--- src/rtl/sdt_pkg.sv ---
// Shared types and constants for the stereo triangulation block.
// No dependencies; every other file imports this package.
package sdt_pkg;

   localparam int PIXEL_BITS = 12;
   localparam int DISP_W     = 12;
   localparam int CFG_W      = 16;
   localparam int CSR_IDX_W  = 2;
   localparam int MAG_W      = (PIXEL_BITS + 4 > CFG_W) ? PIXEL_BITS + 4 : CFG_W;
   localparam int PROD_W     = MAG_W + CFG_W;

   // divider: quotient bits kept, bits resolved per stage, stage count
   localparam int Q_W        = 33;
   localparam int DIV_STEP   = 3;
   localparam int DIV_STAGES = Q_W / DIV_STEP;
   localparam int DIV_LAT    = DIV_STAGES + 1;

   // result queue
   localparam int QDEPTH     = 32;
   localparam int QPTR_W     = 5;
   localparam int QCNT_W     = 6;

   // register indexes
   localparam logic [CSR_IDX_W-1:0] REG_FOCAL    = 2'd0;
   localparam logic [CSR_IDX_W-1:0] REG_CENTER_C = 2'd1;
   localparam logic [CSR_IDX_W-1:0] REG_CENTER_R = 2'd2;
   localparam logic [CSR_IDX_W-1:0] REG_BASELINE = 2'd3;

   typedef struct packed {
      logic [PIXEL_BITS-1:0] pixel_col;
      logic [PIXEL_BITS-1:0] pixel_row;
      logic [DISP_W-1:0]     disparity;
   } req_type;

   typedef struct packed {
      logic signed [31:0] point_x;
      logic signed [31:0] point_y;
      logic [30:0]        point_z;
      logic               point_valid;
      logic               saturated;
   } rsp_type;

   // front to back
   typedef struct packed {
      logic              valid;
      logic              zero;
      logic              neg_x;
      logic              neg_y;
      logic [DISP_W-1:0] disp;
      logic [PROD_W-1:0] prod_x;
      logic [PROD_W-1:0] prod_y;
      logic [PROD_W-1:0] prod_z;
   } fe_type;

endpackage

--- src/rtl/sdt_queue.sv ---
// Result queue of QDEPTH items.
// Depends on sdt_pkg.
module sdt_queue
   import sdt_pkg::*;
(
   input  logic    clock,
   input  logic    reset,
   input  logic    push,
   input  rsp_type wdata,
   input  logic    pop,
   output logic    empty,
   output rsp_type rdata
);

   rsp_type            mem_ff [0:QDEPTH-1];
   logic [QPTR_W-1:0]  wp_ff, rp_ff;
   logic [QCNT_W-1:0]  cnt_ff;

   always_ff @(posedge clock) begin
      if (push) mem_ff[wp_ff] <= wdata;
   end

   // pointers and fill count
   always_ff @(posedge clock) begin
      if (reset) begin
         wp_ff  <= '0;
         rp_ff  <= '0;
         cnt_ff <= '0;
      end else begin
         if (push) wp_ff <= wp_ff + 1'b1;
         if (pop)  rp_ff <= rp_ff + 1'b1;
         cnt_ff <= cnt_ff + QCNT_W'(push) - QCNT_W'(pop);
      end
   end

   assign empty = (cnt_ff == '0);
   assign rdata = mem_ff[rp_ff];

   a_no_overflow: assert property (@(posedge clock) disable iff (reset)
      push |-> (cnt_ff != QCNT_W'(QDEPTH)))
      else $error("queue written while full");
   a_no_underflow: assert property (@(posedge clock) disable iff (reset)
      pop |-> !empty)
      else $error("queue read while empty");
   a_bound: assert property (@(posedge clock) disable iff (reset)
      cnt_ff <= QCNT_W'(QDEPTH))
      else $error("queue count out of range");

endmodule

--- config.mk ---
export PLATFORM = sky130hd
export DESIGN_NAME = sdt_queue
export DESIGN_NICKNAME = d
export VERILOG_FILES = /design/src/rtl/sdt_pkg.sv /design/src/rtl/sdt_queue.sv
export SDC_FILE = /design/constraint.sdc
export NUM_CORES = 2
export LEC_CHECK = 0
export BUFFER_PORTS_ARGS = -buffer_cell sky130_fd_sc_hd__buf_2
export CORE_MARGIN = 1
export CORE_UTILIZATION = 25
export CTS_BUF_LIST = sky130_fd_sc_hd__clkbuf_4
export DETAILED_ROUTE_END_ITERATION = 8
export PLACE_DENSITY = 0.5
export SLEW_MARGIN = 20
export SYNTH_ARGS = -nofsm -noshare
export SYNTH_HDL_FRONTEND = slang
export SYNTH_SLANG_ARGS = --single-unit
export TNS_END_PERCENT = 100
--- constraint.sdc ---
create_clock -name clock -period 6.1 [get_ports clock]
set_clock_uncertainty 0.2 [all_clocks]
set_input_delay 0.61 -clock clock [delete_from_list [all_inputs] [get_ports clock]]
set_output_delay 0.61 -clock clock [all_outputs]
set_load 0.1 [all_outputs]
Word level (Yosys, flattened, before mapping). Memories as Yosys holds them, arrays and structs flattened. A register that Yosys moved wholly into a read port is not among the register bits. Index checks and enable logic that the tools add are counted.

Memories: 1. RAM bits: 3104. Bits in registers: 16.

Memories: mem_ff (words 32, bits a word 97, read ports 1, clocked after memory_dff 1, write ports 1, RTL line sdt_queue.sv:15) `rsp_type mem_ff [0:QDEPTH-1];`.

Reduce and logical (&&, ||, !) cells: 1. Muxes and demuxes: 4. Add/subtract/negate cells: 4.

Operators with widths (count): adder 5 x 1 -> 5 bit, second input constant (2); 2-to-1 mux 5 bit (2); adder 6 x 1 -> 6 bit (1); logical NOT 6 bit (1); subtractor 6 x 1 -> 6 bit (1); 2-to-1 mux 1 bit (2).

Logic depth before layout (Yosys ltp).
Word-level depth: 3. Gate-level depth with buffers: 10. Mapped depth without buffers: 10.

Worst setup path before layout. Ideal clock, no wire load.

Kind: input -> register. From: input push. To: memory mem_ff[15][0] in the netlist's numbering (enable). Slack: 0.135 ns. Stages on the path: 3. Arrival time: 5.210 ns. Required time: 5.345 ns. Cells stage by stage: clkbuf_1 > nand2_1 > nor2_1.

Word-level cells in the longest chain between the ends: 2.

RTL lines: start: declaration (RTL line sdt_queue.sv:8) `input logic push,`; 2-to-1 mux 1 bit (RTL line sdt_queue.sv:20) `if (push) mem_ff[wp_ff] <= wdata;`; 2-to-1 mux 1 bit (implied by the code) (RTL line sdt_queue.sv:20); end: declaration (RTL line sdt_queue.sv:15).

No other way between the ends.

==> impl_metrics.tcl <==
set metrics [dict create \
    timing.critical_path.slowest_stage_cell "dfxtp_4" \
    start_util_pct 25.2 \
    post_drt_via_cell_ratio 4.63 \
    flow.area_growth_from_synthesis_pct 18.4 \
    drt_pre_antenna_iters 6 \
    tritoncts "yes" \
    synth-warning-count 0 \
    synth_cells 5216 \
    tightest_slew_ns 1.11 \
    placement.io_buffers 198 \
    setup.reg_to_reg.worst_slack_ns 2.80 \
    postSynthNetCount 5331 \
    detail_routed_net_length_per_standard_cell_microns 26.8 \
    final.setup.worst_slack_ns 0.310 \
    num-nets-final 6427 \
    post-route-period-util_pct 94.9 \
    worst_skew_pair.late_latency_ns 1.65 \
    final.setup.tns_ns 0 \
    core_area_sq_um 469000 \
    yosys.cell_types.count 50 \
    layout.filler_cells 45930 \
    timing.max_slew.rel_slack_pct 25.8 \
    post-layout-total-power_mw 44.6 \
    grt_antenna_before_repair 60 \
    critical-path-max-stage-delay_ns 0.84 \
    grt_pass1_wl_microns 486000 \
    syn_area_per_cell_sq_um 22.6 \
    totalWireLength_microns 351000 \
    maxSlewViolCount 0 \
    unrepaired_setup_endpoints_after_global_routing "false" \
    grt_max_degree 94 \
    stdcell_count 13061 \
    worst_setup_path_end_kind "output port" \
    drt_iter0_drc 5881 \
    die_width_microns 689 \
    cellPowerDensity_nw_per_um2 320 \
    critical_path_class "register to output port" \
    clock_sink_count 3125 \
    ioPinCount 199 \
    clk_transition_reported_paths_ns 0.06 \
    drive_above_1_share_pct 33.3 \
    seq_area_sq_um 93600 \
    synth_seq_area_share_pct 79.4 \
    h_tree_levels 6 \
    multiInputGateArea_sq_um 23100 \
    ir_worst_vdd_mv 0.199 \
    drv.max_cap_violation_count 0 \
    critical_path_maximum_fanout 44 \
    critical_path_data_arrival_time_ns 4.98 \
    total_standard_cell_area_after_synthesis_sq_um 118000 \
    die-height_microns 689 \
    total_number_of_vias 60526 \
    cts-buffers-inserted 794 \
    crit_required_ns 5.29 \
    ys_ff_latch 3125 \
    detail_route.drc_violations 0 \
    track_usage_pct 14.4 \
    first_global_vias 63818 \
    dp.final_hpwl_microns 174000 \
    time_the_final_worst_path_needs_with_i_o_delays_and_setup_ns 5.79 \
    die_footprint_sq_um 475000 \
    ys_dominant_reg_cell "edfxtp_1" \
    synth_enable_flop_cells 3104 \
    outcome "finished, final reports clean" \
    rows 251 \
    worst_setup_path_start_kind "register" \
    ys_async_rst_share_pct 0 \
    peak_freq_mhz 173 \
    hold_class "primary input to register" \
    ctsLongestPathBuffers 4 \
    static-leakage-power_nw 42.1 \
    setup_viol 0 \
    timing.final.hold_violations 0 \
    clock_tree.root_cell "clkbuf_4" \
    overflow 0 \
    place_ws_ns 1.47 \
    post-place-cells 11492 \
    globalplace.congestion 0.718 \
    crit_chain "buf_16, nor2b_4, buf_4, a221oi_1, o21ai_0, nand4_1, buf_2" \
    antenna_left 0 \
]
per-layer routing:
metal / up-vias / GRT usage [%] / wire [microns]
li1: 25161 / - / -
met1: 32589 / 19.5 / 151000
met2: 2251 / 23.9 / 170000
met3: 491 / 2.81 / 22500
met4: 34 / 3.67 / 6550
met5: - / 0 / 200
path summary, 6_finish.rpt:
path,start,endpoint,depth (start not counted)
hold reg to reg,rp_ff[4],rp_ff[4],2
hold / removal,wdata[24],mem_ff[23][24],3
setup reg to reg,wp_ff[0],mem_ff[28][94],5
setup / recovery,register,rdata[6],7
placed cells by master, fill, tap and decap left out, types with 16 or more instances in the layout:
master and instances:
a221oi_1 121, clkinv_1 125, nand3_1 25, dfxtp_1 16, a2111oi_2 19, nor2_1 39, buf_2 212, o21ai_0 122
clkinv_2 21, o22ai_1 68, diode_2 16, buf_12 66, mux4_2 592, nor2_4 33, nand4_1 65, dlygate4sd3_1 194
clkbuf_4 1131, buf_4 111, a22oi_1 184, nand2_1 22, mux2i_1 390, edfxtp_1 3104
sequential cells by signal, summed over array words and instances, names as in the netlist, named ones only:
| name | flops |
|---|---|
| rp_ff | 5 |
| cnt_ff | 6 |
| wp_ff | 5 |
| mem_ff | 3104 |
cell type report:
type                    instances  share of cell area (%)
clock buffers                1131                    6.08
well taps                    6198                    5.55
clock inverters               200                   0.899
multi-input cells            1785                    16.5
diodes                         16                  0.0287
flip-flops and latches       3125                    67.0
repair buffers                592                    3.82
inverters                      14                  0.0493
repair_timing:
action / 4_1_cts / 5_1_grt
gates resized for setup: 13 / 0
hold buffers: 203 / 11
hold endpoints to repair: 3261 / 237
setup endpoints to repair: 77 / 0
setup buffers: 4 / 0
stage by stage:
step	utilization, %	hold WS (ns)	instance area [sq um]
3_3_place_gp	27.2	0.312	128000
6_report	29.8	0.0903	140000
5_1_grt	29.8	0.0130	140000
2_1_floorplan	-	0.285	118000
3_5_place_dp	27.2	0.317	128000
4_1_cts	29.8	0.0811	140000
cells by family (layout without fill, tap and decap cells):
family	after synthesis	count (layout)	synth area share (%)
AO/OA/AOI/OAI	536	536	3.34
XOR/XNOR	9	9	0.0668
adder cells (fa/ha/maj)	14	14	0.155
buffers and inverters	309	1937	1.40
flip-flops	3125	3125	79.4
multiplexers	982	982	14.6
other	0	16	0
AND/OR/NAND/NOR	241	244	1.07
synthesized netlist by cell type, types with 6 or more instances:
cell | count | area, sq um
nand3_1 | 25 | 125
buf_6 | 22 | 248
buf_2 | 109 | 546
buf_4 | 49 | 368
a22oi_1 | 184 | 1380
a2111oi_2 | 20 | 300
xor2_1 | 6 | 52.6
nor2_1 | 71 | 267
edfxtp_1 | 3104 | 93200
o21ai_0 | 122 | 611
buf_1 | 14 | 52.6
nand2_1 | 23 | 86.3
nand4_1 | 65 | 407
ha_1 | 13 | 163
clkbuf_1 | 98 | 368
nor2b_1 | 7 | 43.8
mux2i_1 | 390 | 3900
nor3_1 | 7 | 35.0
mux4_2 | 592 | 13300
inv_1 | 14 | 52.6
o22ai_1 | 68 | 425
dfxtp_1 | 21 | 420
nor4_1 | 13 | 81.3
a221oi_1 | 121 | 1060
where the power goes:
group          switching (mW)  total (mW)  internal (mW)
clock                    8.42        17.4           8.94
combinational            2.47        3.46          0.985
sequential             0.0635        23.8           23.8
total                    11.0        44.6           33.7
worst max-delay path, delay by kind of cell, from the launching register on:
family          cells  cell delay [ns]
compound gates      2             0.55
simple gates        2             0.62
flops               1             0.84
buf+inv             3             1.27
No activity file was read; power rests on OpenSTA's default activity.
