File: config.mk
export PLATFORM = sky130hd
export DESIGN_NAME = sdt_front
export DESIGN_NICKNAME = d
export VERILOG_FILES = /design/src/rtl/sdt_pkg.sv /design/src/rtl/sdt_front.sv
export SDC_FILE = /design/constraint.sdc
export NUM_CORES = 2
export LEC_CHECK = 0
export ABC_AREA = 0
export ABC_CLOCK_PERIOD_IN_PS = 5300
export BUFFER_PORTS_ARGS = -buffer_cell sky130_fd_sc_hd__buf_4
export CORE_AREA = 2 2 220 330
export DETAILED_ROUTE_END_ITERATION = 6
export DIE_AREA = 0 0 222 332
export GPL_ROUTABILITY_DRIVEN = 0
export PLACE_DENSITY = 0.67
export SYNTH_ARGS = -nofsm -noshare
export SYNTH_HDL_FRONTEND = slang
export SYNTH_SLANG_ARGS = --single-unit
File: constraint.sdc
create_clock -name clock -period 5.3 [get_ports clock]
set_input_delay 0 -clock clock [delete_from_list [all_inputs] [get_ports clock]]
set_output_delay 0 -clock clock [all_outputs]
set_load 0.01 [all_outputs]
File: src/rtl/sdt_pkg.sv
// Shared types and constants for the stereo triangulation block.
// No dependencies; every other file imports this package.
package sdt_pkg;

   localparam int PIXEL_BITS = 12;
   localparam int DISP_W     = 12;
   localparam int CFG_W      = 16;
   localparam int CSR_IDX_W  = 2;
   localparam int MAG_W      = (PIXEL_BITS + 4 > CFG_W) ? PIXEL_BITS + 4 : CFG_W;
   localparam int PROD_W     = MAG_W + CFG_W;

   // divider: quotient bits kept, bits resolved per stage, stage count
   localparam int Q_W        = 33;
   localparam int DIV_STEP   = 3;
   localparam int DIV_STAGES = Q_W / DIV_STEP;
   localparam int DIV_LAT    = DIV_STAGES + 1;

   // result queue
   localparam int QDEPTH     = 32;
   localparam int QPTR_W     = 5;
   localparam int QCNT_W     = 6;

   // register indexes
   localparam logic [CSR_IDX_W-1:0] REG_FOCAL    = 2'd0;
   localparam logic [CSR_IDX_W-1:0] REG_CENTER_C = 2'd1;
   localparam logic [CSR_IDX_W-1:0] REG_CENTER_R = 2'd2;
   localparam logic [CSR_IDX_W-1:0] REG_BASELINE = 2'd3;

   typedef struct packed {
      logic [PIXEL_BITS-1:0] pixel_col;
      logic [PIXEL_BITS-1:0] pixel_row;
      logic [DISP_W-1:0]     disparity;
   } req_type;

   typedef struct packed {
      logic signed [31:0] point_x;
      logic signed [31:0] point_y;
      logic [30:0]        point_z;
      logic               point_valid;
      logic               saturated;
   } rsp_type;

   // front to back
   typedef struct packed {
      logic              valid;
      logic              zero;
      logic              neg_x;
      logic              neg_y;
      logic [DISP_W-1:0] disp;
      logic [PROD_W-1:0] prod_x;
      logic [PROD_W-1:0] prod_y;
      logic [PROD_W-1:0] prod_z;
   } fe_type;

endpackage

File: src/rtl/sdt_front.sv
// Front end: configuration registers, center offset and baseline products.
// Depends on sdt_pkg.
module sdt_front
   import sdt_pkg::*;
(
   input  logic                 clock,
   input  logic                 reset,
   input  logic                 csr_we,
   input  logic [CSR_IDX_W-1:0] csr_index,
   input  logic [CFG_W-1:0]     csr_wdata,
   input  logic                 accept,
   input  req_type              item,
   output fe_type               fe_out
);

   logic [CFG_W-1:0] focal_ff, ccol_ff, crow_ff, base_ff;

   // configuration registers
   always_ff @(posedge clock) begin
      if (reset) begin
         focal_ff <= '0;
         ccol_ff  <= '0;
         crow_ff  <= '0;
         base_ff  <= '0;
      end else if (csr_we) begin
         case (csr_index)
            REG_FOCAL:    focal_ff <= csr_wdata;
            REG_CENTER_C: ccol_ff  <= csr_wdata;
            REG_CENTER_R: crow_ff  <= csr_wdata;
            REG_BASELINE: base_ff  <= csr_wdata;
            default: ;
         endcase
      end
   end

   // stage 1: signed offset from the principal point, as sign and magnitude
   logic [MAG_W-1:0] scol_in, srow_in, cc_in, cr_in;
   logic             negx_in, negy_in;
   logic [MAG_W-1:0] magx_in, magy_in;

   always_comb begin
      scol_in = MAG_W'({item.pixel_col, 4'b0});
      srow_in = MAG_W'({item.pixel_row, 4'b0});
      cc_in   = MAG_W'(ccol_ff);
      cr_in   = MAG_W'(crow_ff);
      negx_in = cc_in > scol_in;
      negy_in = cr_in > srow_in;
      magx_in = negx_in ? cc_in - scol_in : scol_in - cc_in;
      magy_in = negy_in ? cr_in - srow_in : srow_in - cr_in;
   end

   logic              v1_ff;
   logic              zero1_ff, negx1_ff, negy1_ff;
   logic [MAG_W-1:0]  magx1_ff, magy1_ff;
   logic [DISP_W-1:0] disp1_ff;

   always_ff @(posedge clock) begin
      if (reset) v1_ff <= 1'b0;
      else       v1_ff <= accept;
   end

   always_ff @(posedge clock) begin
      zero1_ff <= (item.disparity == '0);
      negx1_ff <= negx_in;
      negy1_ff <= negy_in;
      magx1_ff <= magx_in;
      magy1_ff <= magy_in;
      disp1_ff <= item.disparity;
   end

   // stage 2: products with the baseline
   logic v2_ff;
   fe_type s2_ff;

   always_ff @(posedge clock) begin
      if (reset) v2_ff <= 1'b0;
      else       v2_ff <= v1_ff;
   end

   always_ff @(posedge clock) begin
      s2_ff.valid  <= 1'b0;
      s2_ff.zero   <= zero1_ff;
      s2_ff.neg_x  <= negx1_ff;
      s2_ff.neg_y  <= negy1_ff;
      s2_ff.disp   <= disp1_ff;
      s2_ff.prod_x <= PROD_W'(magx1_ff * base_ff);
      s2_ff.prod_y <= PROD_W'(magy1_ff * base_ff);
      s2_ff.prod_z <= PROD_W'(focal_ff * base_ff);
   end

   always_comb begin
      fe_out       = s2_ff;
      fe_out.valid = v2_ff;
   end

endmodule

* Word-level counts from Yosys, hierarchy flattened *
Index checks and enable logic that the tools add are counted.

storage, ports and cells
  memories kept = 0
  bits of input ports = 58
  word-level logic and storage cells = 39
  register bits after elaboration = 224
  bits in read-only memories = 0
  latch bits = 0
  RAM bits = 0

operators by class
  reductions and logical operators = 6
  muxes and demuxes = 2
  add/sub/neg operators = 4
  $mul = 3
  order comparisons = 2
  shift operators = 0
  bitwise logic cells = 0
  equal/unequal tests = 3
  div/mod/pow operators = 0

operators with widths
  operator                                              number
  multiplier 16 x 16 -> 32 bit                          3
  subtractor 16 bit                                     4
  greater-than comparator 16 bit                        2
  2-to-1 mux 16 bit                                     2
  logical NOT 12 bit                                    1
  AND reduction 2 bit                                   4
  equality test 2 bit (second input constant)           2
  equality test 2 x 1 -> 1 bit (second input constant)  1
  logical NOT 2 bit                                     1

* Depth between registers and ports, before layout *
  depth in word-level cells = 2
  mapped depth = 24

* Worst setup path after synthesis *
Ideal clock, no wire load.

  path type = register to register
  start point = register base_ff[7]
  end point = register s2_ff, in the netlist fe_out[61]
  stages on the path, launching flop included = 24
  data arrival time = 5.765 ns
  data required time = 5.181 ns
  period minus slack after synthesis = 5.884 ns
  slack = -0.584 ns
  setup time = 0.119 ns
  path through = dfxtp_1 clkbuf_1 clkbuf_1 nand2_1 fa_1 inv_1 fa_1 inv_1 fa_1 inv_1 fa_1 fa_1 inv_1 fa_1 inv_1 ha_1 nand2_1 nor3_1 nand2_1 o211ai_1 o211ai_2 a21oi_1 a21oi_1 o221a_2

on the way
  word-level cells in the longest chain between the ends = 1

RTL lines
  element                       line             source
  from (decl)                   sdt_front.sv:16  logic [CFG_W-1:0] focal_ff, ccol_ff, crow_ff, base_ff;
  from (signal assigned)        sdt_front.sv:30  REG_BASELINE: base_ff <= csr_wdata;
  multiplier 16 x 16 -> 32 bit  sdt_front.sv:87  s2_ff.prod_y <= PROD_W'(magy1_ff * base_ff);
  to (decl)                     sdt_front.sv:73  fe_type s2_ff;

No other way between the ends.
A chain may end at the register's enable or synchronous reset.

* Final worst setup path *
  start point = register base_ff[3]
  end point = register s2_ff, in the netlist fe_out[94]

on the way
  word-level cells in the longest chain between the ends = 1

RTL lines
  element                       line             source
  multiplier 16 x 16 -> 32 bit  sdt_front.sv:86  s2_ff.prod_x <= PROD_W'(magx1_ff * base_ff);

No other way between the ends.

==> out/qor.json <==
{
  "grt_util_all_layers": {"value": 25.6, "unit": "%"},
  "h-tree-depth": {"value": 1},
  "synth_edf_count": {"value": 0},
  "relSlewSlack": {"value": 24.5, "unit": "%"},
  "grt_pass1_wl": {"value": 151000, "unit": "um"},
  "cell_area_synth": {"value": 33700, "unit": "sq um"},
  "p_int": {"value": 4.36, "unit": "mW"},
  "power_switching_share": {"value": 36.8, "unit": "%"},
  "cts_inserted_buffers": {"value": 27},
  "comb_power_share": {"value": 39.8, "unit": "%"},
  "holdWs": {"value": 0.0347, "unit": "ns"},
  "io_pins": {"value": 170},
  "insertedDiodeCount": {"value": 0},
  "worstRegToRegCells": {"value": 22},
  "dp_worst_setup_slack": {"value": -0.837, "unit": "ns"},
  "timing_worst_slew_pin_value": {"value": 1.13, "unit": "ns"},
  "maximum_number_of_pins_on_one_net_before_global_route_repair": {"value": 67},
  "dominantRegCellSynth": {"value": "sky130_fd_sc_hd__dfxtp_1"},
  "clock_sink_total": {"value": 224},
  "synth_area_leaders": {"value": "sky130_fd_sc_hd__fa_1 35%, sky130_fd_sc_hd__dfxtp_1 13%, sky130_fd_sc_hd__ha_1 13%, sky130_fd_sc_hd__inv_1 8.4%, sky130_fd_sc_hd__nand2_1 6.9%"},
  "wire_length_per_cell_after_detailed_routing": {"value": 17.8, "unit": "um"},
  "leakage": {"value": 22.2, "unit": "nW"},
  "timing_hold_violations_final": {"value": 0},
  "vdd_drop_max": {"value": 0.272, "unit": "mV"},
  "drt-vias-per-instance": {"value": 5.21},
  "tritoncts": {"value": "built"},
  "via_count_of_the_first_global_routing_pass": {"value": 30000},
  "finalNetCount": {"value": 5404},
  "avgSynthCellArea": {"value": 8.82, "unit": "sq um"},
  "worstSetupPathType": {"value": "register to register"},
  "dp_area": {"value": 39300, "unit": "sq um"},
  "antenna_violating_nets_post_route": {"value": 0},
  "ys_seq_elements": {"value": 224},
  "hold_path_depth": {"value": 2},
  "max_cap_viol_count": {"value": 0},
  "worst_skew_pair.late_latency": {"value": 0.63, "unit": "ns"},
  "antenna_found_initial": {"value": 0},
  "post-route-worst-setup-slack": {"value": -0.562, "unit": "ns"},
  "worst_clock_skew": {"value": 0.0301, "unit": "ns"},
  "iteration_0_drc_count_of_the_detailed_router": {"value": 1267},
  "synth_largest_area_cell": {"value": "sky130_fd_sc_hd__fa_1"},
  "yosysUniqueCellTypes": {"value": 85},
  "postSynthNetCount": {"value": 4817},
  "setup_violations": {"value": 50},
  "grt-ovfl-total": {"value": 0},
  "fp-row-count": {"value": 120},
  "crit_fanout": {"value": 6},
  "mapped_cells": {"value": 3817},
  "synth_async_sr_flop_share": {"value": 0, "unit": "%"},
  "maxSlewViolCount": {"value": 0},
  "timing.fmax": {"value": 171, "unit": "MHz"},
  "place.port_buffers": {"value": 169},
  "drive_gt1_share": {"value": 24.2, "unit": "%"},
  "wl": {"value": 95100, "unit": "um"},
  "detail_route.drc_violations": {"value": 0},
  "die-width": {"value": 222, "unit": "um"},
  "cp.required": {"value": 5.79, "unit": "ns"},
  "power_dens_cells": {"value": 160, "unit": "nW/um^2"},
  "dr.pass1.iters": {"value": 5},
  "proportion_of_power_drawn_by_flip_flops_and_latches": {"value": 30.4, "unit": "%"},
  "hp-class": {"value": "input port to register"},
  "netlist.area_leader.share": {"value": 34.7, "unit": "%"},
  "cts.reportedPaths.clkPinSlew": {"value": 0.07, "unit": "ns"},
  "worstPathArrival": {"value": 6.35, "unit": "ns"},
  "top_library_cells_by_usage_in_the_layout_fill_and_taps_aside": {"value": "708 x sky130_fd_sc_hd__inv_1, 595 x sky130_fd_sc_hd__buf_4, 582 x sky130_fd_sc_hd__nand2_1"},
  "synth_warnings": {"value": 0},
  "fillerInstances": {"value": 5979},
  "synth_sequential_area_ratio": {"value": 13.3, "unit": "%"},
  "hpwl": {"value": 75000, "unit": "um"},
  "clkPwrFrac": {"value": 29.9, "unit": "%"},
  "clk_path_buf_depth": {"value": 3},
  "dieHeight": {"value": 332, "unit": "um"},
  "power.net_switching": {"value": 2.53, "unit": "mW"},
  "design.die.area": {"value": 73700, "unit": "sq um"},
  "grt_setup_unrepaired": {"value": "true"},
  "failed_checks": {"value": "setup timing"},
  "final_common_cell": {"value": "sky130_fd_sc_hd__inv_1"},
  "run_status": {"value": "complete, but fails checks"},
  "start_util": {"value": 47.4, "unit": "%"},
  "crit_path_time_final": {"value": 5.86, "unit": "ns"},
  "timing.final.crit_share": {"value": 111, "unit": "%"},
  "totalPowerFinal": {"value": 6.89, "unit": "mW"},
  "worstSetupStartpointType": {"value": "register"},
  "layout-area-overhead-vs-synth": {"value": 27.9, "unit": "%"},
  "vias": {"value": 27800},
  "final_area": {"value": 43000, "unit": "sq um"},
  "endpoint_kind": {"value": "register"},
  "cts-root-buf": {"value": "sky130_fd_sc_hd__clkbuf_16"},
  "core_region_area": {"value": 71000, "unit": "sq um"}
}
[path summary, 6_finish.rpt]
kind | from | slack [ns] | end
worst max-delay path | base_ff[3] | -0.56 | fe_out[94]
worst min-delay path | item[6] | 0.03 | disp1_ff[6]
worst max register to register | base_ff[3] | -0.56 | fe_out[94]
worst min register to register | disp1_ff[5] | 0.33 | fe_out[101]
[routing by layer]
| metal | GRT usage [%] | wire, um | vias up |
|---|---|---|---|
| li1 | - | - | 12800 |
| met1 | 27.0 | 33800 | 13900 |
| met2 | 49.7 | 51200 | 813 |
| met3 | 2.62 | 4170 | 286 |
| met4 | 13.1 | 5870 | 0 |
| met5 | 0 | 0 | - |
[Yosys cell counts (7+ instances only)]
cell and count:
sky130_fd_sc_hd__nand4_1 15, sky130_fd_sc_hd__nand3_1 24, sky130_fd_sc_hd__dfxtp_1 224, sky130_fd_sc_hd__o21ai_0 54, sky130_fd_sc_hd__a21oi_1 162, sky130_fd_sc_hd__a31oi_1 12
sky130_fd_sc_hd__ha_1 358, sky130_fd_sc_hd__clkbuf_1 170, sky130_fd_sc_hd__inv_1 752, sky130_fd_sc_hd__and3_1 15, sky130_fd_sc_hd__xor2_1 34, sky130_fd_sc_hd__o211ai_1 12
sky130_fd_sc_hd__o21a_1 12, sky130_fd_sc_hd__nor3_1 24, sky130_fd_sc_hd__o21ai_1 9, sky130_fd_sc_hd__nor2b_1 7, sky130_fd_sc_hd__xnor2_1 70, sky130_fd_sc_hd__and2_1 355
sky130_fd_sc_hd__nor2_1 76, sky130_fd_sc_hd__nand2b_1 12, sky130_fd_sc_hd__a21o_1 65, sky130_fd_sc_hd__a211oi_1 7, sky130_fd_sc_hd__fa_1 584, sky130_fd_sc_hd__mux2i_1 17
sky130_fd_sc_hd__nand2_1 616, sky130_fd_sc_hd__o21bai_1 14
[cells by family after synthesis]
logic type | after synthesis | synth area share [%]
multiplexers | 17 | 0.506
adder cells (fa/ha/maj) | 942 | 48.0
XOR/XNOR | 104 | 2.71
buffers and inverters | 931 | 10.5
AO/OA/AOI/OAI | 419 | 8.10
AND/OR/NAND/NOR | 1180 | 16.8
flip-flops | 224 | 13.3
[area by class of cell]
type / count / area [sq um] / area share [%]
inverter: 752 / 2820 / 6.56
tap: 915 / 1140 / 2.66
clock buffer: 34 / 742 / 1.72
clock inverter: 16 / 219 / 0.509
timing repair buffer: 737 / 6510 / 15.1
sequential: 224 / 4550 / 10.6
multi-input combinational: 2662 / 27000 / 62.8
[power groups by stage]
stage	clock network, mW	logic, mW	registers, mW
global route	2.18	3.01	2.11
floorplan	0	1.36	2.08
global placement	0	2.42	2.12
detailed placement	0	2.47	2.12
CTS	2.13	2.62	2.09
finish	2.06	2.74	2.09
[worst max-delay path, cell delays in order, from the launching register on]
cell	delay, ns
sky130_fd_sc_hd__dfxtp_4	0.39
sky130_fd_sc_hd__buf_6	0.11
sky130_fd_sc_hd__buf_12	0.15
sky130_fd_sc_hd__buf_8	0.13
sky130_fd_sc_hd__buf_6	0.11
sky130_fd_sc_hd__nand2_2	0.05
sky130_fd_sc_hd__fa_1	0.48
sky130_fd_sc_hd__fa_2	0.59
sky130_fd_sc_hd__inv_1	0.04
sky130_fd_sc_hd__ha_2	0.17
sky130_fd_sc_hd__fa_1	0.48
sky130_fd_sc_hd__fa_1	0.57
sky130_fd_sc_hd__inv_2	0.04
sky130_fd_sc_hd__fa_1	0.52
sky130_fd_sc_hd__inv_2	0.05
sky130_fd_sc_hd__ha_4	0.25
sky130_fd_sc_hd__and4_1	0.17
sky130_fd_sc_hd__a21oi_2	0.19
sky130_fd_sc_hd__nand2_2	0.16
sky130_fd_sc_hd__o211ai_1	0.54
sky130_fd_sc_hd__a21oi_2	0.15
sky130_fd_sc_hd__nor4bb_1	0.31
sky130_fd_sc_hd__a311oi_1	0.07
[sequential cells by signal, indices dropped and copies added, names as in the netlist, 12 cells and up]
name	cells
base_ff	16
cc_in	16
cr_in	16
disp1_ff	12
fe_out	111
focal_ff	16
magx1_ff	16
magy1_ff	16
[stage by stage]
stage	utilization, %	instances	TNS [ns]
after detailed placement	55.3	5147	-23.60
after floorplan	-	3817	-0.898
after CTS	59.0	5295	-18.18
after global routing	60.6	5340	-25.04
final	60.6	5340	-17.66
after global placement	55.3	5147	-21.64
[what timing repair did]
item,CTS,global route
hold buffers,54,0
resized for setup,166,190
pin swaps,62,120
endpoints found under the hold margin,96,0
endpoints found under the setup margin,48,57
setup buffers,37,43
cloned,7,6
(Power assumes the default switching activity.)
