[src/rtl/sdt_pkg.sv]
// Shared types and constants for the stereo triangulation block.
// No dependencies; every other file imports this package.
package sdt_pkg;

   localparam int PIXEL_BITS = 12;
   localparam int DISP_W     = 12;
   localparam int CFG_W      = 16;
   localparam int CSR_IDX_W  = 2;
   localparam int MAG_W      = (PIXEL_BITS + 4 > CFG_W) ? PIXEL_BITS + 4 : CFG_W;
   localparam int PROD_W     = MAG_W + CFG_W;

   // divider: quotient bits kept, bits resolved per stage, stage count
   localparam int Q_W        = 33;
   localparam int DIV_STEP   = 3;
   localparam int DIV_STAGES = Q_W / DIV_STEP;
   localparam int DIV_LAT    = DIV_STAGES + 1;

   // result queue
   localparam int QDEPTH     = 32;
   localparam int QPTR_W     = 5;
   localparam int QCNT_W     = 6;

   // register indexes
   localparam logic [CSR_IDX_W-1:0] REG_FOCAL    = 2'd0;
   localparam logic [CSR_IDX_W-1:0] REG_CENTER_C = 2'd1;
   localparam logic [CSR_IDX_W-1:0] REG_CENTER_R = 2'd2;
   localparam logic [CSR_IDX_W-1:0] REG_BASELINE = 2'd3;

   typedef struct packed {
      logic [PIXEL_BITS-1:0] pixel_col;
      logic [PIXEL_BITS-1:0] pixel_row;
      logic [DISP_W-1:0]     disparity;
   } req_type;

   typedef struct packed {
      logic signed [31:0] point_x;
      logic signed [31:0] point_y;
      logic [30:0]        point_z;
      logic               point_valid;
      logic               saturated;
   } rsp_type;

   // front to back
   typedef struct packed {
      logic              valid;
      logic              zero;
      logic              neg_x;
      logic              neg_y;
      logic [DISP_W-1:0] disp;
      logic [PROD_W-1:0] prod_x;
      logic [PROD_W-1:0] prod_y;
      logic [PROD_W-1:0] prod_z;
   } fe_type;

endpackage

[src/rtl/sdt_div.sv]
// Pipelined restoring divider with overflow flag, DIV_STEP quotient bits per stage.
// Depends on sdt_pkg.
module sdt_div
   import sdt_pkg::*;
#(
   parameter int SHIFT = 8
) (
   input  logic              clock,
   input  logic [PROD_W-1:0] num,
   input  logic [DISP_W-1:0] den,
   output logic [Q_W-1:0]    quo,
   output logic              ovf
);

   localparam int NUM_W = PROD_W + SHIFT;
   localparam int HI_W  = NUM_W - Q_W;
   localparam int CMP_W = (HI_W > DISP_W) ? HI_W : DISP_W;

   logic [DISP_W-1:0] rem_ff [0:DIV_STAGES];
   logic [Q_W-1:0]    low_ff [0:DIV_STAGES];
   logic [Q_W-1:0]    q_ff   [0:DIV_STAGES];
   logic              ovf_ff [0:DIV_STAGES];
   logic [DISP_W-1:0] den_ff [0:DIV_STAGES];

   // entry: quotient of 2^Q_W or more is flagged, else remainder starts at the top bits
   logic [NUM_W-1:0] nfull;
   logic [HI_W-1:0]  hi;
   logic             ovf_in;

   always_comb begin
      nfull  = {num, SHIFT'(0)};
      hi     = nfull[NUM_W-1:Q_W];
      ovf_in = CMP_W'(hi) >= CMP_W'(den);
   end

   always_ff @(posedge clock) begin
      rem_ff[0] <= ovf_in ? '0 : DISP_W'(hi);
      low_ff[0] <= nfull[Q_W-1:0];
      q_ff[0]   <= '0;
      ovf_ff[0] <= ovf_in;
      den_ff[0] <= den;
   end

   for (genvar s = 0; s < DIV_STAGES; s++) begin : g_stage
      logic [DISP_W:0]   r;
      logic [Q_W-1:0]    lw, qq;

      // DIV_STEP long-division steps
      always_comb begin
         r  = {1'b0, rem_ff[s]};
         lw = low_ff[s];
         qq = q_ff[s];
         for (int j = 0; j < DIV_STEP; j++) begin
            r  = {r[DISP_W-1:0], lw[Q_W-1]};
            lw = {lw[Q_W-2:0], 1'b0};
            if (r >= {1'b0, den_ff[s]}) begin
               r  = r - {1'b0, den_ff[s]};
               qq = {qq[Q_W-2:0], 1'b1};
            end else begin
               qq = {qq[Q_W-2:0], 1'b0};
            end
         end
      end

      always_ff @(posedge clock) begin
         rem_ff[s+1] <= r[DISP_W-1:0];
         low_ff[s+1] <= lw;
         q_ff[s+1]   <= qq;
         ovf_ff[s+1] <= ovf_ff[s];
         den_ff[s+1] <= den_ff[s];
      end
   end

   assign quo = q_ff[DIV_STAGES];
   assign ovf = ovf_ff[DIV_STAGES];

endmodule

[src/rtl/sdt_back.sv]
// Back end: three divider lanes, flag delay line, saturation and sign.
// Depends on sdt_pkg and sdt_div.
module sdt_back
   import sdt_pkg::*;
#(
   parameter int DISP_FRAC_BITS = 4
) (
   input  logic    clock,
   input  logic    reset,
   input  fe_type  fe_in,
   output logic    out_valid,
   output rsp_type out_item
);

   localparam int SHIFT = DISP_FRAC_BITS + 4;

   logic [Q_W-1:0] qx, qy, qz;
   logic           ox, oy, oz;

   sdt_div #(.SHIFT(SHIFT)) u_div_x (
      .clock(clock), .num(fe_in.prod_x), .den(fe_in.disp), .quo(qx), .ovf(ox));
   sdt_div #(.SHIFT(SHIFT)) u_div_y (
      .clock(clock), .num(fe_in.prod_y), .den(fe_in.disp), .quo(qy), .ovf(oy));
   sdt_div #(.SHIFT(SHIFT)) u_div_z (
      .clock(clock), .num(fe_in.prod_z), .den(fe_in.disp), .quo(qz), .ovf(oz));

   // flags ride alongside the dividers
   logic vld_ff  [0:DIV_LAT];
   logic zero_ff [0:DIV_LAT];
   logic negx_ff [0:DIV_LAT];
   logic negy_ff [0:DIV_LAT];

   always_comb begin
      vld_ff[0]  = fe_in.valid;
      zero_ff[0] = fe_in.zero;
      negx_ff[0] = fe_in.neg_x;
      negy_ff[0] = fe_in.neg_y;
   end

   for (genvar k = 0; k < DIV_LAT; k++) begin : g_dly
      always_ff @(posedge clock) begin
         if (reset) vld_ff[k+1] <= 1'b0;
         else       vld_ff[k+1] <= vld_ff[k];
      end
      always_ff @(posedge clock) begin
         zero_ff[k+1] <= zero_ff[k];
         negx_ff[k+1] <= negx_ff[k];
         negy_ff[k+1] <= negy_ff[k];
      end
   end

   // clamp one lateral quotient and apply its sign
   function automatic logic [32:0] lat_sat(input logic [Q_W-1:0] q, input logic o,
                                           input logic neg);
      logic s;
      logic [31:0] v;
      if (neg) begin
         s = o | q[32] | (q[31] & (|q[30:0]));
         v = s ? 32'h8000_0000 : 32'd0 - q[31:0];
      end else begin
         s = o | q[32] | q[31];
         v = s ? 32'h7FFF_FFFF : q[31:0];
      end
      return {s, v};
   endfunction

   logic [32:0] rx, ry;
   logic        sz;
   rsp_type     res_in;

   always_comb begin
      rx = lat_sat(qx, ox, negx_ff[DIV_LAT]);
      ry = lat_sat(qy, oy, negy_ff[DIV_LAT]);
      sz = oz | qz[32] | qz[31];
      if (zero_ff[DIV_LAT]) begin
         res_in = '0;
      end else begin
         res_in.point_x     = rx[31:0];
         res_in.point_y     = ry[31:0];
         res_in.point_z     = sz ? 31'h7FFF_FFFF : qz[30:0];
         res_in.point_valid = 1'b1;
         res_in.saturated   = rx[32] | ry[32] | sz;
      end
   end

   // output register
   logic    ov_ff;
   rsp_type res_ff;

   always_ff @(posedge clock) begin
      if (reset) ov_ff <= 1'b0;
      else       ov_ff <= vld_ff[DIV_LAT];
   end

   always_ff @(posedge clock) begin
      res_ff <= res_in;
   end

   assign out_valid = ov_ff;
   assign out_item  = res_ff;

endmodule

[config.mk]
export PLATFORM = sky130hd
export DESIGN_NAME = sdt_back
export DESIGN_NICKNAME = d
export VERILOG_FILES = /design/src/rtl/sdt_pkg.sv /design/src/rtl/sdt_div.sv /design/src/rtl/sdt_back.sv
export SDC_FILE = /design/constraint.sdc
export NUM_CORES = 2
export LEC_CHECK = 0
export BUFFER_PORTS_ARGS = -buffer_cell sky130_fd_sc_hd__buf_4
export CAP_MARGIN = 25
export CORE_MARGIN = 10
export CORE_UTILIZATION = 45
export DETAILED_ROUTE_END_ITERATION = 6
export HOLD_SLACK_MARGIN = 0.12
export REMOVE_ABC_BUFFERS = 1
export SLEW_MARGIN = 0
export SYNTH_ARGS = -nofsm -noshare
export SYNTH_HDL_FRONTEND = slang
export SYNTH_SLANG_ARGS = --single-unit
[constraint.sdc]
create_clock -name clock -period 26.2 [get_ports clock]
set_clock_uncertainty 0.2 [all_clocks]
set_input_delay 2.62 -clock clock [delete_from_list [all_inputs] [get_ports clock]]
set_output_delay 2.62 -clock clock [all_outputs]
set_load 0.01 [all_outputs]
Word-level counts from Yosys, hierarchy flattened:

Memory sizes are Yosys's and may differ from the RTL's.
Cells that the tools add are included.

* $add $sub $neg: 101
* $mul: 0
* divide/modulo/power cells: 0
* order comparisons: 102
* eq/ne operators: 0
* shift-type cells: 0
* mux-type cells: 211
* bitwise operators: 12
* reductions and logical operators: 2

Operators with widths (number)
* 13-bit by 12-bit greater-or-equal comparator with 1-bit output: 99
* 12-bit 2-to-1 mux: 99
* 12-bit subtractor: 99
* 32-bit 2-to-1 mux: 6
* 1-bit 2-to-1 mux: 101
* 1-bit by 32-bit subtractor with 32-bit output, first input constant: 2
* 31-bit OR reduction: 2
* 7-bit by 12-bit greater-or-equal comparator with 1-bit output: 3
* 31-bit 2-to-1 mux: 1
* 7-bit 2-to-1 mux: 3
* 1-bit bitwise OR: 10
* 1-bit AND: 2
* 2-bit 2-to-1 mux: 1

* bits in registers: 146
* latch bits: 0
* bits in writable memories: 3168
* memory bits (read-only): 0
* input port bits: 114
* output and inout bits: 98
* memories: 15

Memories
* u_div_x.q_ff: words 12, width 33, rd ports 12, clocked after Yosys merged registers in 0, wr ports 12, RTL line sdt_div.sv:21 `logic [Q_W-1:0] q_ff [0:DIV_STAGES];`
* u_div_y.q_ff: words 12, width 33, rd ports 12, clocked after Yosys merged registers in 0, wr ports 12, RTL line sdt_div.sv:21
* u_div_z.q_ff: words 12, width 33, rd ports 12, clocked after Yosys merged registers in 0, wr ports 12, RTL line sdt_div.sv:21
* u_div_x.low_ff: words 12, width 30, rd ports 11, clocked after Yosys merged registers in 0, wr ports 12, RTL line sdt_div.sv:20 `logic [Q_W-1:0] low_ff [0:DIV_STAGES];`
* u_div_y.low_ff: words 12, width 30, rd ports 11, clocked after Yosys merged registers in 0, wr ports 12, RTL line sdt_div.sv:20
* u_div_z.low_ff: words 12, width 30, rd ports 11, clocked after Yosys merged registers in 0, wr ports 12, RTL line sdt_div.sv:20
* +9 memories

Depth between registers and ports, before layout:

An unclocked memory read counts as a cell.

* depth after elaboration: 8
* mapped depth: 38
* gate-level depth less buffers: 34

By module:

Synthesis repeated with hierarchy kept, for this count alone.

* cells, all modules: 11165
* area, all modules: 104582.8 um2

Modules (own cells, without submodules)
* sdt_div (u_div_y): times used 1, cells each 3572, area each 33318.2 um2, sequential area each 11731.3 um2
* sdt_div (u_div_x): times used 1, cells each 3531, area each 33133.0 um2, sequential area each 11731.3 um2
* sdt_div (u_div_z): times used 1, cells each 3423, area each 32508.7 um2, sequential area each 11731.3 um2
* sdt_back: times used 1, cells each 639, area each 5622.9 um2, sequential area each 2922.8 um2

Worst setup path before layout:

OpenSTA, ideal clock, no wires.

* path type: reg2reg
* start point: memory u_div_x.den_ff[5][1] (netlist: u_div_x.den_ff[1][13])
* end point: memory u_div_z.rem_ff[24][10] (netlist: u_div_z.rem_ff[6][10])
* arrival: 8.082 ns
* data required time: 25.879 ns
* path slack: 17.797 ns
* cell stages (with the launch flop): 35
* buffers on the path: 4
* period minus slack after synthesis: 8.403 ns
* cells stage by stage: dfxtp_1 -> inv_1 -> ha_1 -> nor2b_1 -> o31a_1 -> o21bai_1 -> a21oi_1 -> a2111o_1 -> buf_2 -> buf_1 -> nand2_1 -> o21ai_0 -> inv_1 -> ha_1 -> nor2b_1 -> o21ai_0 -> a21boi_0 -> o41ai_1 -> o21ai_0 -> o21a_1 -> a2111oi_2 -> clkbuf_1 -> mux2i_1 -> ha_1 -> nor2b_1 -> o21ai_0 -> a21oi_1 -> o41ai_1 -> o21ai_0 -> a21oi_1 -> o21ai_0 -> o21a_1 -> a211oi_1 -> buf_2 -> mux2_2

RTL lines
* from (decl): RTL line sdt_div.sv:23 `logic [DISP_W-1:0] den_ff [0:DIV_STAGES];`
* to (decl): RTL line sdt_div.sv:19 `logic [DISP_W-1:0] rem_ff [0:DIV_STAGES];`

==> reports/results.md <==
| Quantity | Reported | Unit |
|:---|:---|:---|
| Most frequent standard cell in the layout excluding fill and tap cells | sky130_fd_sc_hd__dfxtp_1 | - |
| Total number of yosys warnings | 0 | - |
| Layout cells sized above 1 | 11.4 | % |
| Dominant synthesized flop cell | sky130_fd_sc_hd__dfxtp_1 | - |
| Via Count | 79400 | - |
| Slew Limit Fails | 0 | - |
| Io pins | 212 | - |
| Fraction of registers with async set or reset after synthesis | 0 | % |
| Time the final worst path needs with I/O delays and setup | 9.69 | ns |
| Setup Crit Path Kind | reg -> reg | - |
| Count of instances resized after the clock tree is built | 0 | - |
| Unrepaired setup endpoints after global routing | false | - |
| Maximum level of the CTS H-tree | 4 | - |
| Post-detailed-route via-to-cell ratio | 5.62 | - |
| Final Wtd Congestion | 0.928 | - |
| Share of synthesized area occupied by flip-flops and latches | 33.5 | % |
| First-pass GRT wire length | 424000 | um |
| CTS tree | done | - |
| DRC violations left | 0 | - |
| Top library cells by usage in the layout, fill and taps aside | sky130_fd_sc_hd__dfxtp_1, sky130_fd_sc_hd__ha_1, sky130_fd_sc_hd__a21oi_1, sky130_fd_sc_hd__nor2_1, sky130_fd_sc_hd__inv_1 | - |
| Final hold vios | 0 | - |
| Std-Cell Rows | 171 | - |
| Max incr delay on CP | 0.64 | ns |
| GRT Residual Overflow | 0 | - |
| Instance area at placement | 0.103 | sq mm |
| Result of the run | completed | - |
| Number of violations reported at the end of detailed-routing iteration 0 | 5202 | - |
| Post-detailed-route wirelength per cell | 19.3 | um |
| Aggregate global-route resource usage | 22.1 | % |
| Share of the clock period used by the worst path | 37.0 | % |
| Number of CTS-inserted buffers | 175 | - |
| Vias in the first global route | 77400 | - |
| Antenna-violating nets left | 0 | - |
| HPWL Detailed | 210000 | um |
| Number of antenna violations at the first check in global routing | 14 | - |
| Number of synthesized register bits | 1640 | - |
| Average cell area after synthesis | 9.10 | sq um |
| Total wire length after detailed routing | 273000 | um |
| Least-Margin Pin Slew | 1.13 | ns |
| Reported max-cap violation count | 0 | - |
| CP max FO | 16 | - |
| Most frequent cell on the critical path | sky130_fd_sc_hd__a21oi_1 | - |
| Worst skew pair latency | 0.87 | ns |
| Number of fill cells | 20000 | - |
| Area taken by multi-input logic gates | 0.0617 | sq mm |
| DIE WIDTH | 486 | um |
| Floorplan die height | 486 | um |
| Total area of sequential cells | 0.0328 | sq mm |
| Area growth, synth to finish | 12.4 | % |
| Tightest hold margin | 0.114 | ns |
| CP required | 26.73 | ns |
| Die Outline Area | 0.237 | sq mm |
| Clk sink count | 1640 | - |
| Area of the mapped netlist | 0.0979 | sq mm |
| Pin count of the biggest net entering global routing | 52 | - |
| Min-Delay Path Class | reg -> reg | - |
| Crit path max-delay family | compound AO/OA/AOI/OAI gates | - |
| Distinct cells, synth | 100 | - |
| Arrival time of the worst setup path | 10.23 | ns |
| Number of cells produced by synthesis | 10800 | - |
| Worst relative slew slack | 24.9 | % |
| Number of flops mapped to enable cells by yosys | 0 | - |
| Share of the synthesized area in the top cell type | 33.5 | % |
| Number of port buffers | 211 | - |
| Final setup TNS | 0 | ns |
| Length of the first detailed-routing pass in iterations | 6 | - |
| Clock Pin Slew Worst Setup and Hold Paths | 0.06 | ns |
| CTS max path bufs | 3 | - |
| Sort of element at the start of the critical path | register | - |
| Post-synth top area cell | sky130_fd_sc_hd__dfxtp_1 | - |
| Slowest stage cell, crit path | sky130_fd_sc_hd__clkinv_1 | - |
| # setup viols final | 0 | - |
| Initial cell density of the core | 45.2 | % |
| Core area | 0.217 | sq mm |
| Area of all placed cells without fillers | 0.110 | sq mm |
| Final Net Count | 12500 | - |
| Endpoint kind of the worst setup timing path | register | - |
| Root buf cell | sky130_fd_sc_hd__clkbuf_16 | - |
| Fmax | 103 | MHz |
| Number of buffers and inverters on the critical path | 4 | - |
| Cell types occupying the most area after synthesis | sky130_fd_sc_hd__dfxtp_1, sky130_fd_sc_hd__ha_1, sky130_fd_sc_hd__mux2_2 | - |
==> through the flow <==
step / instances / setup WS (ns) / utilization, %
6_report: 14100 / 16.51 / 50.7
5_1_grt: 14100 / 15.66 / 50.7
4_1_cts: 14100 / 16.62 / 50.7
3_5_place_dp: 13800 / 16.66 / 47.6
3_3_place_gp: 13700 / 16.77 / 47.6
2_1_floorplan: 10600 / 16.69 / -
==> worst paths after layout <==
| kind | startpoint | end | slack, ns | cells past startpoint |
|---|---|---|---|---|
| max | u_div_x.den_ff[0][25]$_DFF_P_ | u_div_z.rem_ff[3][3]$_DFF_P_ | 16.51 | 31 |
| min | u_div_x.q_ff[2][19]$_DFF_P_ | u_div_x.q_ff[2][55]$_DFF_P_ | 0.11 | 0 |
| max reg2reg | u_div_x.den_ff[0][25]$_DFF_P_ | u_div_z.rem_ff[3][3]$_DFF_P_ | 16.51 | 31 |
| min reg2reg | u_div_x.q_ff[2][19]$_DFF_P_ | u_div_x.q_ff[2][55]$_DFF_P_ | 0.11 | 0 |
==> layout make-up <==
type | instances | share of cell area [%]
antenna | 6 | 0.0137
tap | 2854 | 3.25
timing repair buffer | 381 | 2.69
inverter | 696 | 2.38
multi-input combinational | 8224 | 56.1
sequential | 1640 | 29.9
clock inverter | 98 | 1.32
clock buffer | 225 | 4.37
==> synthesized netlist by cell type (21+ instances only) <==
master                         n
sky130_fd_sc_hd__nand2b_1    137
sky130_fd_sc_hd__buf_1        22
sky130_fd_sc_hd__nand4_1     149
sky130_fd_sc_hd__dfxtp_1    1640
sky130_fd_sc_hd__o21bai_1    111
sky130_fd_sc_hd__nor2b_1     205
sky130_fd_sc_hd__xor2_1      240
sky130_fd_sc_hd__nand2_1     614
sky130_fd_sc_hd__a31o_2       25
sky130_fd_sc_hd__nor3_1      232
sky130_fd_sc_hd__mux2i_1     151
sky130_fd_sc_hd__o211ai_1     50
sky130_fd_sc_hd__and2_1       62
sky130_fd_sc_hd__a21oi_1     804
sky130_fd_sc_hd__nand3b_1     33
sky130_fd_sc_hd__and3_1       50
sky130_fd_sc_hd__nand3_1     191
sky130_fd_sc_hd__nor2_1      802
sky130_fd_sc_hd__or2_2        59
sky130_fd_sc_hd__inv_1       686
sky130_fd_sc_hd__clkbuf_1    151
sky130_fd_sc_hd__a2111oi_0    21
sky130_fd_sc_hd__o31ai_1      96
sky130_fd_sc_hd__o31a_1       27
sky130_fd_sc_hd__a211oi_1     70
sky130_fd_sc_hd__o21ai_0     621
sky130_fd_sc_hd__a21boi_0     64
sky130_fd_sc_hd__mux2_2      494
sky130_fd_sc_hd__nor4_1       52
sky130_fd_sc_hd__ha_1       1184
sky130_fd_sc_hd__o22ai_1      28
sky130_fd_sc_hd__xnor2_1     545
sky130_fd_sc_hd__a21o_1      292
sky130_fd_sc_hd__o21a_1      150
sky130_fd_sc_hd__o41ai_1      27
sky130_fd_sc_hd__a31oi_1      90
sky130_fd_sc_hd__fa_1         84
sky130_fd_sc_hd__o221ai_1     45
sky130_fd_sc_hd__buf_2        22
sky130_fd_sc_hd__a211o_1      37
sky130_fd_sc_hd__or3_1        74
sky130_fd_sc_hd__nor3b_1      22
==> worst register-to-register path: cells and delay by family, from the launching register on <==
kind / cells / cell delay, ns
DFF: 1 / 0.55
muxes: 2 / 0.76
adders and majority gates: 3 / 0.97
and+or+nand+nor: 5 / 1.41
AOI/OAI and AO/OA: 17 / 4.49
buffers and inverters: 4 / 1.21
==> kinds of logic (layout without fill, tap and decap cells) <==
family | count (synthesis) | in the layout | synth area share [%]
muxes | 646 | 646 | 7.24
AOI/OAI and AO/OA | 2769 | 2769 | 18.1
adders and majority gates | 1268 | 1268 | 16.9
buffers and inverters | 895 | 1400 | 3.48
xor gates and xnor gates | 785 | 785 | 7.03
other | 0 | 6 | 0
DFF | 1640 | 1640 | 33.5
and+or+nand+nor | 2756 | 2756 | 13.7
==> registers in the layout (all words and copies together), names as in the netlist, 127 cells and up <==
| register | cells |
|---|---|
| u_div_x.q_ff | 198 |
| u_div_y.q_ff | 198 |
| u_div_z.q_ff | 198 |
| u_div_x.den_ff | 131 |
| u_div_x.rem_ff | 127 |
| u_div_y.rem_ff | 127 |
| u_div_z.rem_ff | 127 |
==> per-layer routing <==
| metal | vias up | routed length [um] | GRT usage [%] |
|---|---|---|---|
| met5 | - | 0 | 0 |
| li1 | 39400 | - | - |
| met2 | 1925 | 126000 | 37.3 |
| met1 | 37500 | 124000 | 29.0 |
| met3 | 490 | 12600 | 2.87 |
| met4 | 0 | 9390 | 7.62 |
==> timing repair <==
item,in CTS,in global routing
endpoints found under the setup margin,0,0
hold buffers,37,1
setup buffers,0,0
endpoints found under the hold margin,37,1
Power is not shown: default switching activity piles up to over one toggle a cycle in this logic, so the estimate is an artifact.
